--- src/sv/isv_pkg.sv ---
package isv_pkg;

  // Prefix matcher states
  typedef enum logic [2:0] {
    PM_START = 3'd0,
    PM_I     = 3'd1,
    PM_IS    = 3'd2,
    PM_ISB   = 3'd3,
    PM_AFTER = 3'd4,
    PM_BODY  = 3'd5
  } pm_t;

  typedef enum logic [3:0] {
    ERR_OK       = 4'd0,
    ERR_BAD_CHAR = 4'd1,
    ERR_GROUPS   = 4'd2,
    ERR_LENGTH   = 4'd3,
    ERR_GRP_LEN  = 4'd4,
    ERR_CHECK_GR = 4'd5,
    ERR_PREFIX   = 4'd6,
    ERR_X_PLACE  = 4'd7,
    ERR_CHECKSUM = 4'd8
  } err_t;

  typedef enum logic [1:0] {
    KIND_NONE   = 2'd0,
    KIND_ISBN10 = 2'd1,
    KIND_ISBN13 = 2'd2
  } kind_t;

  // Error flag bit positions
  localparam int unsigned EF_BAD   = 0;
  localparam int unsigned EF_SIXTH = 1;
  localparam int unsigned EF_LASTX = 2;
  localparam int unsigned EF_EARLX = 3;

  // Character codes
  localparam logic [7:0] CH_TAB   = 8'h09;
  localparam logic [7:0] CH_LF    = 8'h0A;
  localparam logic [7:0] CH_CR    = 8'h0D;
  localparam logic [7:0] CH_SPACE = 8'h20;
  localparam logic [7:0] CH_HYPH  = 8'h2D;
  localparam logic [7:0] CH_0     = 8'h30;
  localparam logic [7:0] CH_9     = 8'h39;
  localparam logic [7:0] CH_COLON = 8'h3A;
  localparam logic [7:0] CH_UP_B  = 8'h42;
  localparam logic [7:0] CH_UP_I  = 8'h49;
  localparam logic [7:0] CH_UP_N  = 8'h4E;
  localparam logic [7:0] CH_UP_S  = 8'h53;
  localparam logic [7:0] CH_UP_X  = 8'h58;
  localparam logic [7:0] CH_LO_A  = 8'h61;
  localparam logic [7:0] CH_LO_X  = 8'h78;
  localparam logic [7:0] CH_LO_Z  = 8'h7A;
  localparam logic [7:0] CASE_OFS = 8'h20;

  // ISBN-13 prefixes
  localparam logic [9:0] PFX_978 = 10'd978;
  localparam logic [9:0] PFX_979 = 10'd979;

  // Verdict of one text
  typedef struct packed {
    logic  valid_res;
    kind_t kind;
    err_t  error_code;
  } res_t;

endpackage

--- src/sv/isv_engine.sv ---
module isv_engine (
  input  logic             clk,
  input  logic             rst_n,
  input  logic             step,
  input  logic [7:0]       ch,
  input  logic             last,
  output isv_pkg::res_t    res
);

  isv_pkg::pm_t pm_r, pm_nxt;
  logic [3:0] scnt_r, scnt_nxt;
  logic [2:0] gcnt_r, gcnt_nxt;
  logic [3:0] glen_r, glen_nxt;
  logic       gopen_r, gopen_nxt;
  logic [9:0] fgv_r, fgv_nxt;
  logic [3:0] fgl_r, fgl_nxt;
  logic [3:0] ds_r, ds_nxt;
  logic [3:0] ws_r, ws_nxt;
  logic [3:0] wm_r, wm_nxt;
  logic [3:0] ef_r, ef_nxt;

  logic       body_en;
  logic       pfx_bad;
  logic [7:0] up;
  logic       blank;
  logic       crlf;

  assign up    = (ch >= isv_pkg::CH_LO_A && ch <= isv_pkg::CH_LO_Z) ?
                 ch - isv_pkg::CASE_OFS : ch;
  assign blank = (ch == isv_pkg::CH_SPACE) || (ch == isv_pkg::CH_TAB);
  assign crlf  = (ch == isv_pkg::CH_CR) || (ch == isv_pkg::CH_LF);

  // Prefix matcher: next state
  always_comb begin
    pm_nxt = pm_r;
    if (step && !crlf) begin
      case (pm_r)
        isv_pkg::PM_START: begin
          if (!blank) pm_nxt = (up == isv_pkg::CH_UP_I) ? isv_pkg::PM_I : isv_pkg::PM_BODY;
        end
        isv_pkg::PM_I:   pm_nxt = (up == isv_pkg::CH_UP_S) ? isv_pkg::PM_IS : isv_pkg::PM_BODY;
        isv_pkg::PM_IS:  pm_nxt = (up == isv_pkg::CH_UP_B) ? isv_pkg::PM_ISB : isv_pkg::PM_BODY;
        isv_pkg::PM_ISB: pm_nxt = (up == isv_pkg::CH_UP_N) ? isv_pkg::PM_AFTER : isv_pkg::PM_BODY;
        isv_pkg::PM_AFTER: begin
          if (!(ch == isv_pkg::CH_COLON || blank)) pm_nxt = isv_pkg::PM_BODY;
        end
        default: pm_nxt = isv_pkg::PM_BODY;
      endcase
    end
  end

  // Prefix matcher: outputs
  always_comb begin
    body_en = 1'b0;
    pfx_bad = 1'b0;
    if (step && !crlf) begin
      case (pm_r)
        isv_pkg::PM_START: body_en = !blank && (up != isv_pkg::CH_UP_I);
        isv_pkg::PM_I:     pfx_bad = (up != isv_pkg::CH_UP_S);
        isv_pkg::PM_IS:    pfx_bad = (up != isv_pkg::CH_UP_B);
        isv_pkg::PM_ISB:   pfx_bad = (up != isv_pkg::CH_UP_N);
        isv_pkg::PM_AFTER: body_en = !(ch == isv_pkg::CH_COLON || blank);
        default:           body_en = 1'b1;
      endcase
    end
  end

  // Counters, sums and flags
  logic       is_x, is_dig;
  logic [3:0] v;
  logic [4:0] t11;
  logic [5:0] t10;
  logic [5:0] term;
  logic [3:0] scnt_f, glen_f, fgl_f, ef_f;
  logic [2:0] gcnt_f;
  logic       gopen_f;
  logic [9:0] fgv_f;

  always_comb begin
    is_x   = (ch == isv_pkg::CH_UP_X) || (ch == isv_pkg::CH_LO_X);
    is_dig = (ch >= isv_pkg::CH_0) && (ch <= isv_pkg::CH_9);
    v      = is_x ? 4'd10 : ch[3:0];
    t11    = '0;
    t10    = '0;
    term   = '0;

    scnt_nxt  = scnt_r;
    gcnt_nxt  = gcnt_r;
    glen_nxt  = glen_r;
    gopen_nxt = gopen_r;
    fgv_nxt   = fgv_r;
    fgl_nxt   = fgl_r;
    ds_nxt    = ds_r;
    ws_nxt    = ws_r;
    wm_nxt    = wm_r;
    ef_nxt    = ef_r;

    if (pfx_bad && ef_nxt[1:0] == 2'b00) ef_nxt[isv_pkg::EF_BAD] = 1'b1;

    if (body_en) begin
      if (ch == isv_pkg::CH_HYPH || blank) begin
        if (gopen_nxt) begin
          gopen_nxt = 1'b0;
          if (gcnt_nxt >= 3'd5) begin
            if (ef_nxt[1:0] == 2'b00) ef_nxt[isv_pkg::EF_SIXTH] = 1'b1;
          end else begin
            gcnt_nxt = gcnt_nxt + 3'd1;
          end
        end
      end else if (is_dig || is_x) begin
        if (!gopen_nxt) begin
          gopen_nxt = 1'b1;
          glen_nxt  = '0;
        end
        if (glen_nxt != 4'd15) glen_nxt = glen_nxt + 4'd1;
        if (gcnt_nxt == 3'd0) begin
          if (is_x) begin
            fgl_nxt = 4'd15;
          end else if (fgl_nxt < 4'd3) begin
            fgv_nxt = 10'((fgv_nxt << 3) + (fgv_nxt << 1) + 10'(v));
            fgl_nxt = fgl_nxt + 4'd1;
          end else if (fgl_nxt != 4'd15) begin
            fgl_nxt = fgl_nxt + 4'd1;
          end
        end
        if (ef_nxt[isv_pkg::EF_LASTX]) ef_nxt[isv_pkg::EF_EARLX] = 1'b1;
        ef_nxt[isv_pkg::EF_LASTX] = is_x;

        t11 = 5'(ds_r) + 5'(v);
        if (t11 >= 5'd11) t11 = t11 - 5'd11;
        ds_nxt = t11[3:0];
        t11 = 5'(ws_r) + 5'(ds_nxt);
        if (t11 >= 5'd11) t11 = t11 - 5'd11;
        ws_nxt = t11[3:0];

        term = scnt_r[0] ? (6'(v) + 6'({v, 1'b0})) : 6'(v);
        t10  = 6'(wm_r) + term;
        if (t10 >= 6'd30)      t10 = t10 - 6'd30;
        else if (t10 >= 6'd20) t10 = t10 - 6'd20;
        else if (t10 >= 6'd10) t10 = t10 - 6'd10;
        wm_nxt = t10[3:0];

        if (scnt_nxt != 4'd15) scnt_nxt = scnt_nxt + 4'd1;
      end else begin
        if (ef_nxt[1:0] == 2'b00) ef_nxt[isv_pkg::EF_BAD] = 1'b1;
      end
    end

    // End of text: flag a broken prefix and close the open group
    scnt_f  = scnt_nxt;
    glen_f  = glen_nxt;
    fgl_f   = fgl_nxt;
    fgv_f   = fgv_nxt;
    gcnt_f  = gcnt_nxt;
    gopen_f = gopen_nxt;
    ef_f    = ef_nxt;
    if (pm_nxt == isv_pkg::PM_I || pm_nxt == isv_pkg::PM_IS || pm_nxt == isv_pkg::PM_ISB) begin
      if (ef_f[1:0] == 2'b00) ef_f[isv_pkg::EF_BAD] = 1'b1;
    end
    if (gopen_f) begin
      gopen_f = 1'b0;
      if (gcnt_f >= 3'd5) begin
        if (ef_f[1:0] == 2'b00) ef_f[isv_pkg::EF_SIXTH] = 1'b1;
      end else begin
        gcnt_f = gcnt_f + 3'd1;
      end
    end
  end

  // Verdict from the closed-out state
  always_comb begin
    res.kind       = isv_pkg::KIND_NONE;
    res.error_code = isv_pkg::ERR_LENGTH;
    if (ef_f[isv_pkg::EF_BAD]) begin
      res.error_code = isv_pkg::ERR_BAD_CHAR;
    end else if (ef_f[isv_pkg::EF_SIXTH] || gcnt_f < 3'd4 || gcnt_f > 3'd5) begin
      res.error_code = isv_pkg::ERR_GROUPS;
    end else if (scnt_f == 4'd10) begin
      if (gcnt_f != 3'd4)               res.error_code = isv_pkg::ERR_GRP_LEN;
      else if (glen_f != 4'd1)          res.error_code = isv_pkg::ERR_CHECK_GR;
      else if (ef_f[isv_pkg::EF_EARLX]) res.error_code = isv_pkg::ERR_X_PLACE;
      else if (ws_nxt != 4'd0)          res.error_code = isv_pkg::ERR_CHECKSUM;
      else begin
        res.error_code = isv_pkg::ERR_OK;
        res.kind       = isv_pkg::KIND_ISBN10;
      end
    end else if (scnt_f == 4'd13) begin
      if (gcnt_f != 3'd5) res.error_code = isv_pkg::ERR_GRP_LEN;
      else if (fgl_f != 4'd3 || (fgv_f != isv_pkg::PFX_978 && fgv_f != isv_pkg::PFX_979))
        res.error_code = isv_pkg::ERR_PREFIX;
      else if (glen_f != 4'd1) res.error_code = isv_pkg::ERR_CHECK_GR;
      else if (ef_f[isv_pkg::EF_LASTX] || ef_f[isv_pkg::EF_EARLX])
        res.error_code = isv_pkg::ERR_X_PLACE;
      else if (wm_nxt != 4'd0) res.error_code = isv_pkg::ERR_CHECKSUM;
      else begin
        res.error_code = isv_pkg::ERR_OK;
        res.kind       = isv_pkg::KIND_ISBN13;
      end
    end
    res.valid_res = (res.error_code == isv_pkg::ERR_OK);
  end

  // Hold state between bytes; clear it after every verdict
  always_ff @(posedge clk) begin
    if (!rst_n || (step && last)) begin
      pm_r    <= isv_pkg::PM_START;
      scnt_r  <= '0;
      gcnt_r  <= '0;
      glen_r  <= '0;
      gopen_r <= 1'b0;
      fgv_r   <= '0;
      fgl_r   <= '0;
      ds_r    <= '0;
      ws_r    <= '0;
      wm_r    <= '0;
      ef_r    <= '0;
    end else if (step) begin
      pm_r    <= pm_nxt;
      scnt_r  <= scnt_nxt;
      gcnt_r  <= gcnt_nxt;
      glen_r  <= glen_nxt;
      gopen_r <= gopen_nxt;
      fgv_r   <= fgv_nxt;
      fgl_r   <= fgl_nxt;
      ds_r    <= ds_nxt;
      ws_r    <= ws_nxt;
      wm_r    <= wm_nxt;
      ef_r    <= ef_nxt;
    end
  end

endmodule

--- src/sv/isbn_stream_validator_top.sv ---
// ISBN text checker. Feed the text one byte per request on the in_ channel and
// mark its final byte with in_tlast; one verdict request per text follows on
// the out_ channel (valid flag, kind ISBN-10/ISBN-13, error code). CR and LF
// are ignored, leading blanks and an optional "ISBN" prefix (any case, with
// trailing colons and blanks) are stripped, hyphens and blanks separate
// groups. The block takes one byte every clock cycle unless a held last byte
// waits for out_tready: each byte sits in the input register, the running
// counters and checksums advance in a single step from it, and the verdict is
// loaded into the output register as the last byte leaves. Input and output
// registers let a new byte be taken while a verdict still waits for out_tready.
module isbn_stream_validator_top (
  input  logic       clk,
  input  logic       rst_n,
  input  logic       in_tvalid,
  output logic       in_tready,
  input  logic [7:0] in_tdata,   // [7:0] character
  input  logic       in_tlast,   // is_last
  output logic       out_tvalid,
  input  logic       out_tready,
  output logic [7:0] out_tdata   // [0] valid_res, [2:1] kind, [6:3] error_code, [7] zero
);

  logic          hold_v_r;
  logic [7:0]    hold_ch_r;
  logic          hold_last_r;
  logic          go;
  logic          out_valid_r;
  isv_pkg::res_t out_res_r;
  isv_pkg::res_t res;

  // Advance the held byte unless it carries a verdict that has nowhere to go
  assign go        = hold_v_r && (!hold_last_r || !out_valid_r || out_tready);
  assign in_tready = !hold_v_r || go;

  always_ff @(posedge clk) begin
    if (!rst_n) begin
      hold_v_r <= 1'b0;
    end else if (in_tready) begin
      hold_v_r <= in_tvalid;
    end
  end

  always_ff @(posedge clk) begin
    if (in_tready && in_tvalid) begin
      hold_ch_r   <= in_tdata;
      hold_last_r <= in_tlast;
    end
  end

  isv_engine u_engine (
    .clk   (clk),
    .rst_n (rst_n),
    .step  (go),
    .ch    (hold_ch_r),
    .last  (hold_last_r),
    .res   (res)
  );

  // Load the verdict on the last byte; drop it once taken
  always_ff @(posedge clk) begin
    if (!rst_n) begin
      out_valid_r <= 1'b0;
    end else if (go && hold_last_r) begin
      out_valid_r <= 1'b1;
    end else if (out_tready) begin
      out_valid_r <= 1'b0;
    end
  end

  always_ff @(posedge clk) begin
    if (go && hold_last_r) begin
      out_res_r <= res;
    end
  end

  assign out_tvalid = out_valid_r;
  assign out_tdata  = {1'b0, out_res_r.error_code, out_res_r.kind, out_res_r.valid_res};

endmodule
--- config.mk ---
export PLATFORM = sky130hd
export DESIGN_NAME = isbn_stream_validator_top
export DESIGN_NICKNAME = d
export VERILOG_FILES = /design/src/sv/isv_pkg.sv /design/src/sv/isv_engine.sv /design/src/sv/isbn_stream_validator_top.sv
export SDC_FILE = /design/constraint.sdc
export NUM_CORES = 1
export LEC_CHECK = 0
export BUFFER_PORTS_ARGS = -buffer_cell sky130_fd_sc_hd__buf_2
export CAP_MARGIN = 5
export CORE_AREA = 4 4 100 102
export CTS_CLUSTER_SIZE = 30
export DETAILED_ROUTE_END_ITERATION = 7
export DIE_AREA = 0 0 104 106
export GPL_ROUTABILITY_DRIVEN = 0
export PLACE_DENSITY = 0.77
export SLEW_MARGIN = 15
export SYNTH_ARGS = -nofsm -noshare
export SYNTH_HDL_FRONTEND = slang
export SYNTH_HIERARCHICAL = 1
export SYNTH_SLANG_ARGS = --single-unit
--- constraint.sdc ---
create_clock -name clk -period 6.1 [get_ports clk]
set_clock_uncertainty 0.2 [all_clocks]
set_input_delay 0.305 -clock clk [delete_from_list [all_inputs] [get_ports clk]]
set_output_delay 0.305 -clock clk [all_outputs]
set_load 0.005 [all_outputs]
# After elaboration in Yosys (flattened, before gate mapping)
# Cells that the tools add are included.
# word_totals
regBits	63
out_inout_bits	10
wordCells	233
# classes
n_addsub	17
n_lt_le_gt_ge	14
eq_ne	34
mux	104
n_bitwise	1
reduce_logical	45
# op_table
cell	count
$mux W4	46
$mux W10	6
$eq A8 B7 Y1 const B	6
$mux W3	12
$ne A8 B7 Y1 const B	4
$eq A8 B4 Y1 const B	3
$eq A8 B6 Y1 const B	3
$mux W1	23
$mux W2	10
$ne A10 B10 Y1 const B	2
$mux W6	3
$logic_or A1 B1 Y1	16
$sub A4 B4 Y4 const B	4
$pmux W3 S5	1
$add A4 B1 Y4 const B	3
$eq A3 B2 Y1 const B	4
$ge A6 B5 Y1 const B	2
$ne A4 B4 Y1 const B	3
$add A10 B10 Y10	1
$add A10 B4 Y10	1
$add A4 B4 Y5	2
$ge A5 B4 Y1 const B	2
$logic_and A1 B1 Y1	9
$eq A4 B4 Y1 const B	2
other kinds (31)	47

# Depth between registers and ports, before layout
# logic_depth
depth_word	26
ltp_mapped	28
depth_no_buf	27

# Modules after synthesis
# Netlist, hierarchy kept.
# by_module_without_submodules
module	instances	cells_per_inst	area_each_um2	seq_area_each_um2
isv_engine	1	617	4763.3	900.9
isbn_stream_validator_top	1	30	609.3	520.5

# Least setup slack after synthesis
# No wires, ideal clock.
# synth_path
kind	reg2reg
startpoint	register hold_ch_r[2]
endpoint	register out_res_r (netlist bit out_tdata[0]), data pin
arrival_ns	5.197
required_time_ns	5.727
slack_ns	0.531
stages_incl_launch_ff	28
n_path_buf	1
period_less_slack_ns	5.569
path_cell_list	edfxtp_1 > clkbuf_1 > inv_1 > ha_1 > and3b_1 > nand2_1 > nand2_1 > inv_1 > fa_1 > inv_1 > ha_1 > or2_2 > o21ai_0 > nand3_1 > o21ai_0 > ha_1 > inv_1 > fa_1 > inv_1 > ha_1 > o31ai_1 > nand2_1 > nor3_1 > o211ai_1 > nand2_1 > o21ai_0 > a22o_1 > nor4bb_2
# synth_lines
item	line_no	text
start: declaration	isbn_stream_validator_top.sv:24	logic [7:0] hold_ch_r;
start signal: assignment	isbn_stream_validator_top.sv:45	hold_ch_r <= in_tdata;
end signal: assignment	isbn_stream_validator_top.sv:72	out_res_r <= res;
end: declaration	isbn_stream_validator_top.sv:28	isv_pkg::res_t out_res_r;

==> metrics.txt <==
Critical Path AT=around 5700 ps; Horiz. Die Dim=~100 µm; half-perimeter wire length of the detailed placement result=9500 µm; count of fill cells added during filler insertion=between 700 and 800; Core Box Area=9110 µm²; P&R area growth vs syn=9.48%; antenna violations before repair=0; Slew Limit Fails=0; period utilisation layout=0.941; internal power=between 0.6 and 0.7 mW; Skew-Pair Late Insertion Delay=around 340 ps; max-capacitance violation count=0; fraction of the mapped netlist area in adder cells=0.132; ys async rst share=0; number of cells in the finished layout apart from fillers=between 700 and 800; drt initial violations=approximately 300; Antenna Diode Count=0; Buf+Inv Stages, Crit Path=5; fraction of power consumed by the clock network=0.346; drt total wl=approximately 13,000 µm; port bufs=21; number of rows created at floorplan=35; detail-routed via count per cell=a little over 6; Reg clk slew, reported paths=approximately 80 ps; highest net fanout along the worst path=8; CP max-delay cell=sky130_fd_sc_hd__fa_1; worst max-slew margin expressed relative to the limit=0.500; worst-case vdd ir drop=around 140 µV; number of buffers inserted during clock tree synthesis=9; wire length of the first global-routing pass=between 20,000 and 25,000 µm; net count after synthesis=roughly 710; share of cells above drive strength 1=0.116; total via count after detailed routing=between 4,000 and 5,000; type of element launching the critical path=register; Highest Clock Rate=between 150 and 200 MHz; critical path class=reg -> reg; minimum clock period after layout=~5700 ps; sequential share of the synthesized area=0.265; Global Route Usage Sum=0.232; Flop pwr share=0.473; syn avg cell area=around 8.3 µm²; maximum clock path buffer count=2; power density cells=around 160 nW/µm²; switching power total=roughly 0.28 mW; Slew @ Worst Pin=~740 ps; total of endpoints with negative setup slack in the final report=0; Largest stage delay, worst path=around 560 ps; switching portion of total power=0.300; Top Family by Delay on Critical Path=adder cells; first drt pass iteration count=5; largest net degree at the start of global routing=39; Hold WC Path Type=in -> reg; area fraction in and, or, nand and nor cells after synthesis=0.244; number of remaining DRC errors=0; instance count after placement with tap cells included=761; count of endpoints failing hold in the final timing report=0; result of the run=finished clean; Die Area=approximately 11,000 µm²; cell at the root of the clock tree=sky130_fd_sc_hd__clkbuf_8; top-level port count=23; Critical Path Most Common Cell=sky130_fd_sc_hd__inv_1; area occupied by multi-input gates=3690 µm²; Die Y=106 µm; Remaining Overflow, GRT=0; post-route antenna net violation count=0; Leakage Power=2.44 nW; number of different library cells in the post-synthesis netlist=87; warnings from Yosys=6; summed instance area of the synthesized netlist=approximately 5400 µm²; summed negative setup slack over all endpoints=0 ps; FF+latch area=1420 µm²; Synth Flop Type=sky130_fd_sc_hd__dfxtp_1; combinational share of power=0.181; TritonCTS clock tree=done; category of the worst setup path capture point=register; combinational family with the most area after synthesis=simple AND/OR/NAND/NOR gates; Post-synth EDFFs=16; net total in the final layout=740; Routed wire per std cell=roughly 16 µm; parity-gate share of the synthesized area counting xor and xnor cells=0.0440; multiplexer area fraction after synthesis=0.0361; Total Power Consumption=around 0.95 mW; number of cells produced by synthesis=roughly 650; Synth Register Bits=63; complex-gate fraction of the synthesized area=0.226; H-tree level count=3; number of global-route vias before repair=about 4,600; critical path required time=about 6000 ps; initial core utilization=0.590; number of sinks on the clock net=63
## stage by stage
step                hold slack (ps)  instance area (µm²)  utilization  worst slack, ps
finish                         48.0                 5880        0.646              363
global placement                264                 5580        0.613              596
global route                   32.0                 5880        0.646            -13.5
floorplan                       204                 5370            -              531
detailed placement              279                 5580        0.613              252
CTS                            33.9                 5850        0.643              225
## metal layers
metal,GRT usage,vias to the layer above,part of all wire
met1,0.275,2300,0.44
met4,0.0845,0,0.024
met3,0.0437,26,0.046
met5,0,-,0
met2,0.416,118,0.49
li1,-,2405,-
## power by group through the flow
stage	Clock, mW	Combinational [mW]	Sequential [mW]
CTS	0.333	0.167	0.447
finish	0.327	0.171	0.447
detailed placement	0	0.161	0.457
global placement	0	0.154	0.456
global route	0.352	0.190	0.448
floorplan	0	0.127	0.451
## layout by cell type (no fill, tap or decap), types with 13 or more instances in the layout
master,count
sky130_fd_sc_hd__nor2_1,57
sky130_fd_sc_hd__edfxtp_1,16
sky130_fd_sc_hd__nand2_1,48
sky130_fd_sc_hd__a21oi_1,42
sky130_fd_sc_hd__xnor2_1,19
sky130_fd_sc_hd__nor2b_1,13
sky130_fd_sc_hd__nand2b_1,15
sky130_fd_sc_hd__ha_1,47
sky130_fd_sc_hd__nor3_1,21
sky130_fd_sc_hd__nand3_1,20
sky130_fd_sc_hd__inv_1,42
sky130_fd_sc_hd__dfxtp_1,47
sky130_fd_sc_hd__mux2i_1,16
sky130_fd_sc_hd__buf_2,21
sky130_fd_sc_hd__o21ai_0,28
sky130_fd_sc_hd__buf_4,13
## worst register-to-register path: stages (launching register included)
cell and delay, ps:
sky130_fd_sc_hd__edfxtp_1 380, sky130_fd_sc_hd__inv_1 120, sky130_fd_sc_hd__ha_2 270, sky130_fd_sc_hd__and3b_1 180, sky130_fd_sc_hd__nand2_1 80, sky130_fd_sc_hd__nand2_2 140, sky130_fd_sc_hd__inv_1 70, sky130_fd_sc_hd__fa_1 560
sky130_fd_sc_hd__inv_1 70, sky130_fd_sc_hd__ha_1 210, sky130_fd_sc_hd__or2_2 330, sky130_fd_sc_hd__o21ai_0 170, sky130_fd_sc_hd__nand3_1 90, sky130_fd_sc_hd__o21ai_0 120, sky130_fd_sc_hd__ha_1 210, sky130_fd_sc_hd__inv_1 60
sky130_fd_sc_hd__fa_1 540, sky130_fd_sc_hd__inv_1 70, sky130_fd_sc_hd__ha_1 210, sky130_fd_sc_hd__o31ai_1 270, sky130_fd_sc_hd__nand2_1 180, sky130_fd_sc_hd__nor3_1 160, sky130_fd_sc_hd__o211ai_1 110, sky130_fd_sc_hd__nand2_1 70
sky130_fd_sc_hd__o21ai_0 120, sky130_fd_sc_hd__a22o_1 260, sky130_fd_sc_hd__nor4bb_2 300
## synthesized netlist by cell type (all sizes together), types with 6 or more instances
library cell	number	area, µm²
a211oi	10	75.1
a21boi	6	45.0
a21o	11	82.6
a21oi	43	219
a31oi	6	52.6
and2	11	68.8
and3	8	50.1
buf	10	55.1
clkbuf	18	67.6
dfxtp	47	941
edfxtp	16	480
ha	48	601
inv	42	158
mux2i	16	160
nand2	49	184
nand2b	15	93.8
nand3	20	100
nor2	57	214
nor2b	13	81.3
nor3	21	105
nor4	8	65.1
o21a	8	60.1
o21ai	30	154
o21bai	7	52.6
xnor2	19	166
xor2	8	70.1
## cells by family after synthesis
kind of cell,Yosys count
compound gates,171
buf+inv,70
other cells,1
mux,19
fa+ha+maj,54
flops,63
xor+xnor,27
simple gates,242
## repair_timing
item                       in CTS  in global routing
resized for setup               0                  2
hold buffers                   10                  0
setup endpoints to repair       0                  1
hold endpoints to repair       10                  0
buffers inserted                0                  3
## sequential cells by signal, summed over array words and instances, names as in the netlist
| name | flops |
|---|---|
| u_engine/fgl_r | 4 |
| u_engine/pm_r | 3 |
| hold_v_r | 1 |
| u_engine/ws_r | 4 |
| hold_last_r | 1 |
| u_engine/ds_r | 4 |
| out_tdata | 7 |
| u_engine/ef_r | 4 |
| u_engine/gcnt_r | 3 |
| out_tvalid | 1 |
| u_engine/scnt_r | 4 |
| u_engine/wm_r | 4 |
| hold_ch_r | 8 |
| u_engine/glen_r | 4 |
| u_engine/fgv_r | 10 |
| u_engine/gopen_r | 1 |
## area by class of cell
type,count,area share
Tap cell,111,0.0236
Sequential cell,63,0.242
Clock inverter,6,0.00617
Timing Repair Buffer,44,0.0515
Multi-Input combinational cell,514,0.627
Clock buffer,10,0.0234
Inverter,42,0.0268
## final timing paths
kind	startpoint	slack, ps	end	cells after the start
max	hold_ch_r[2]$_DFFE_PP_	360	out_tdata[0]$_DFFE_PP_	26
min	rst_n	50	hold_v_r$_SDFFE_PN0P_	2
max reg2reg	hold_ch_r[2]$_DFFE_PP_	360	out_tdata[0]$_DFFE_PP_	26
min reg2reg	u_engine/ds_r[3]$_SDFFE_PP0P_	290	u_engine/ds_r[3]$_SDFFE_PP0P_	2
(Power assumes the default switching activity.)
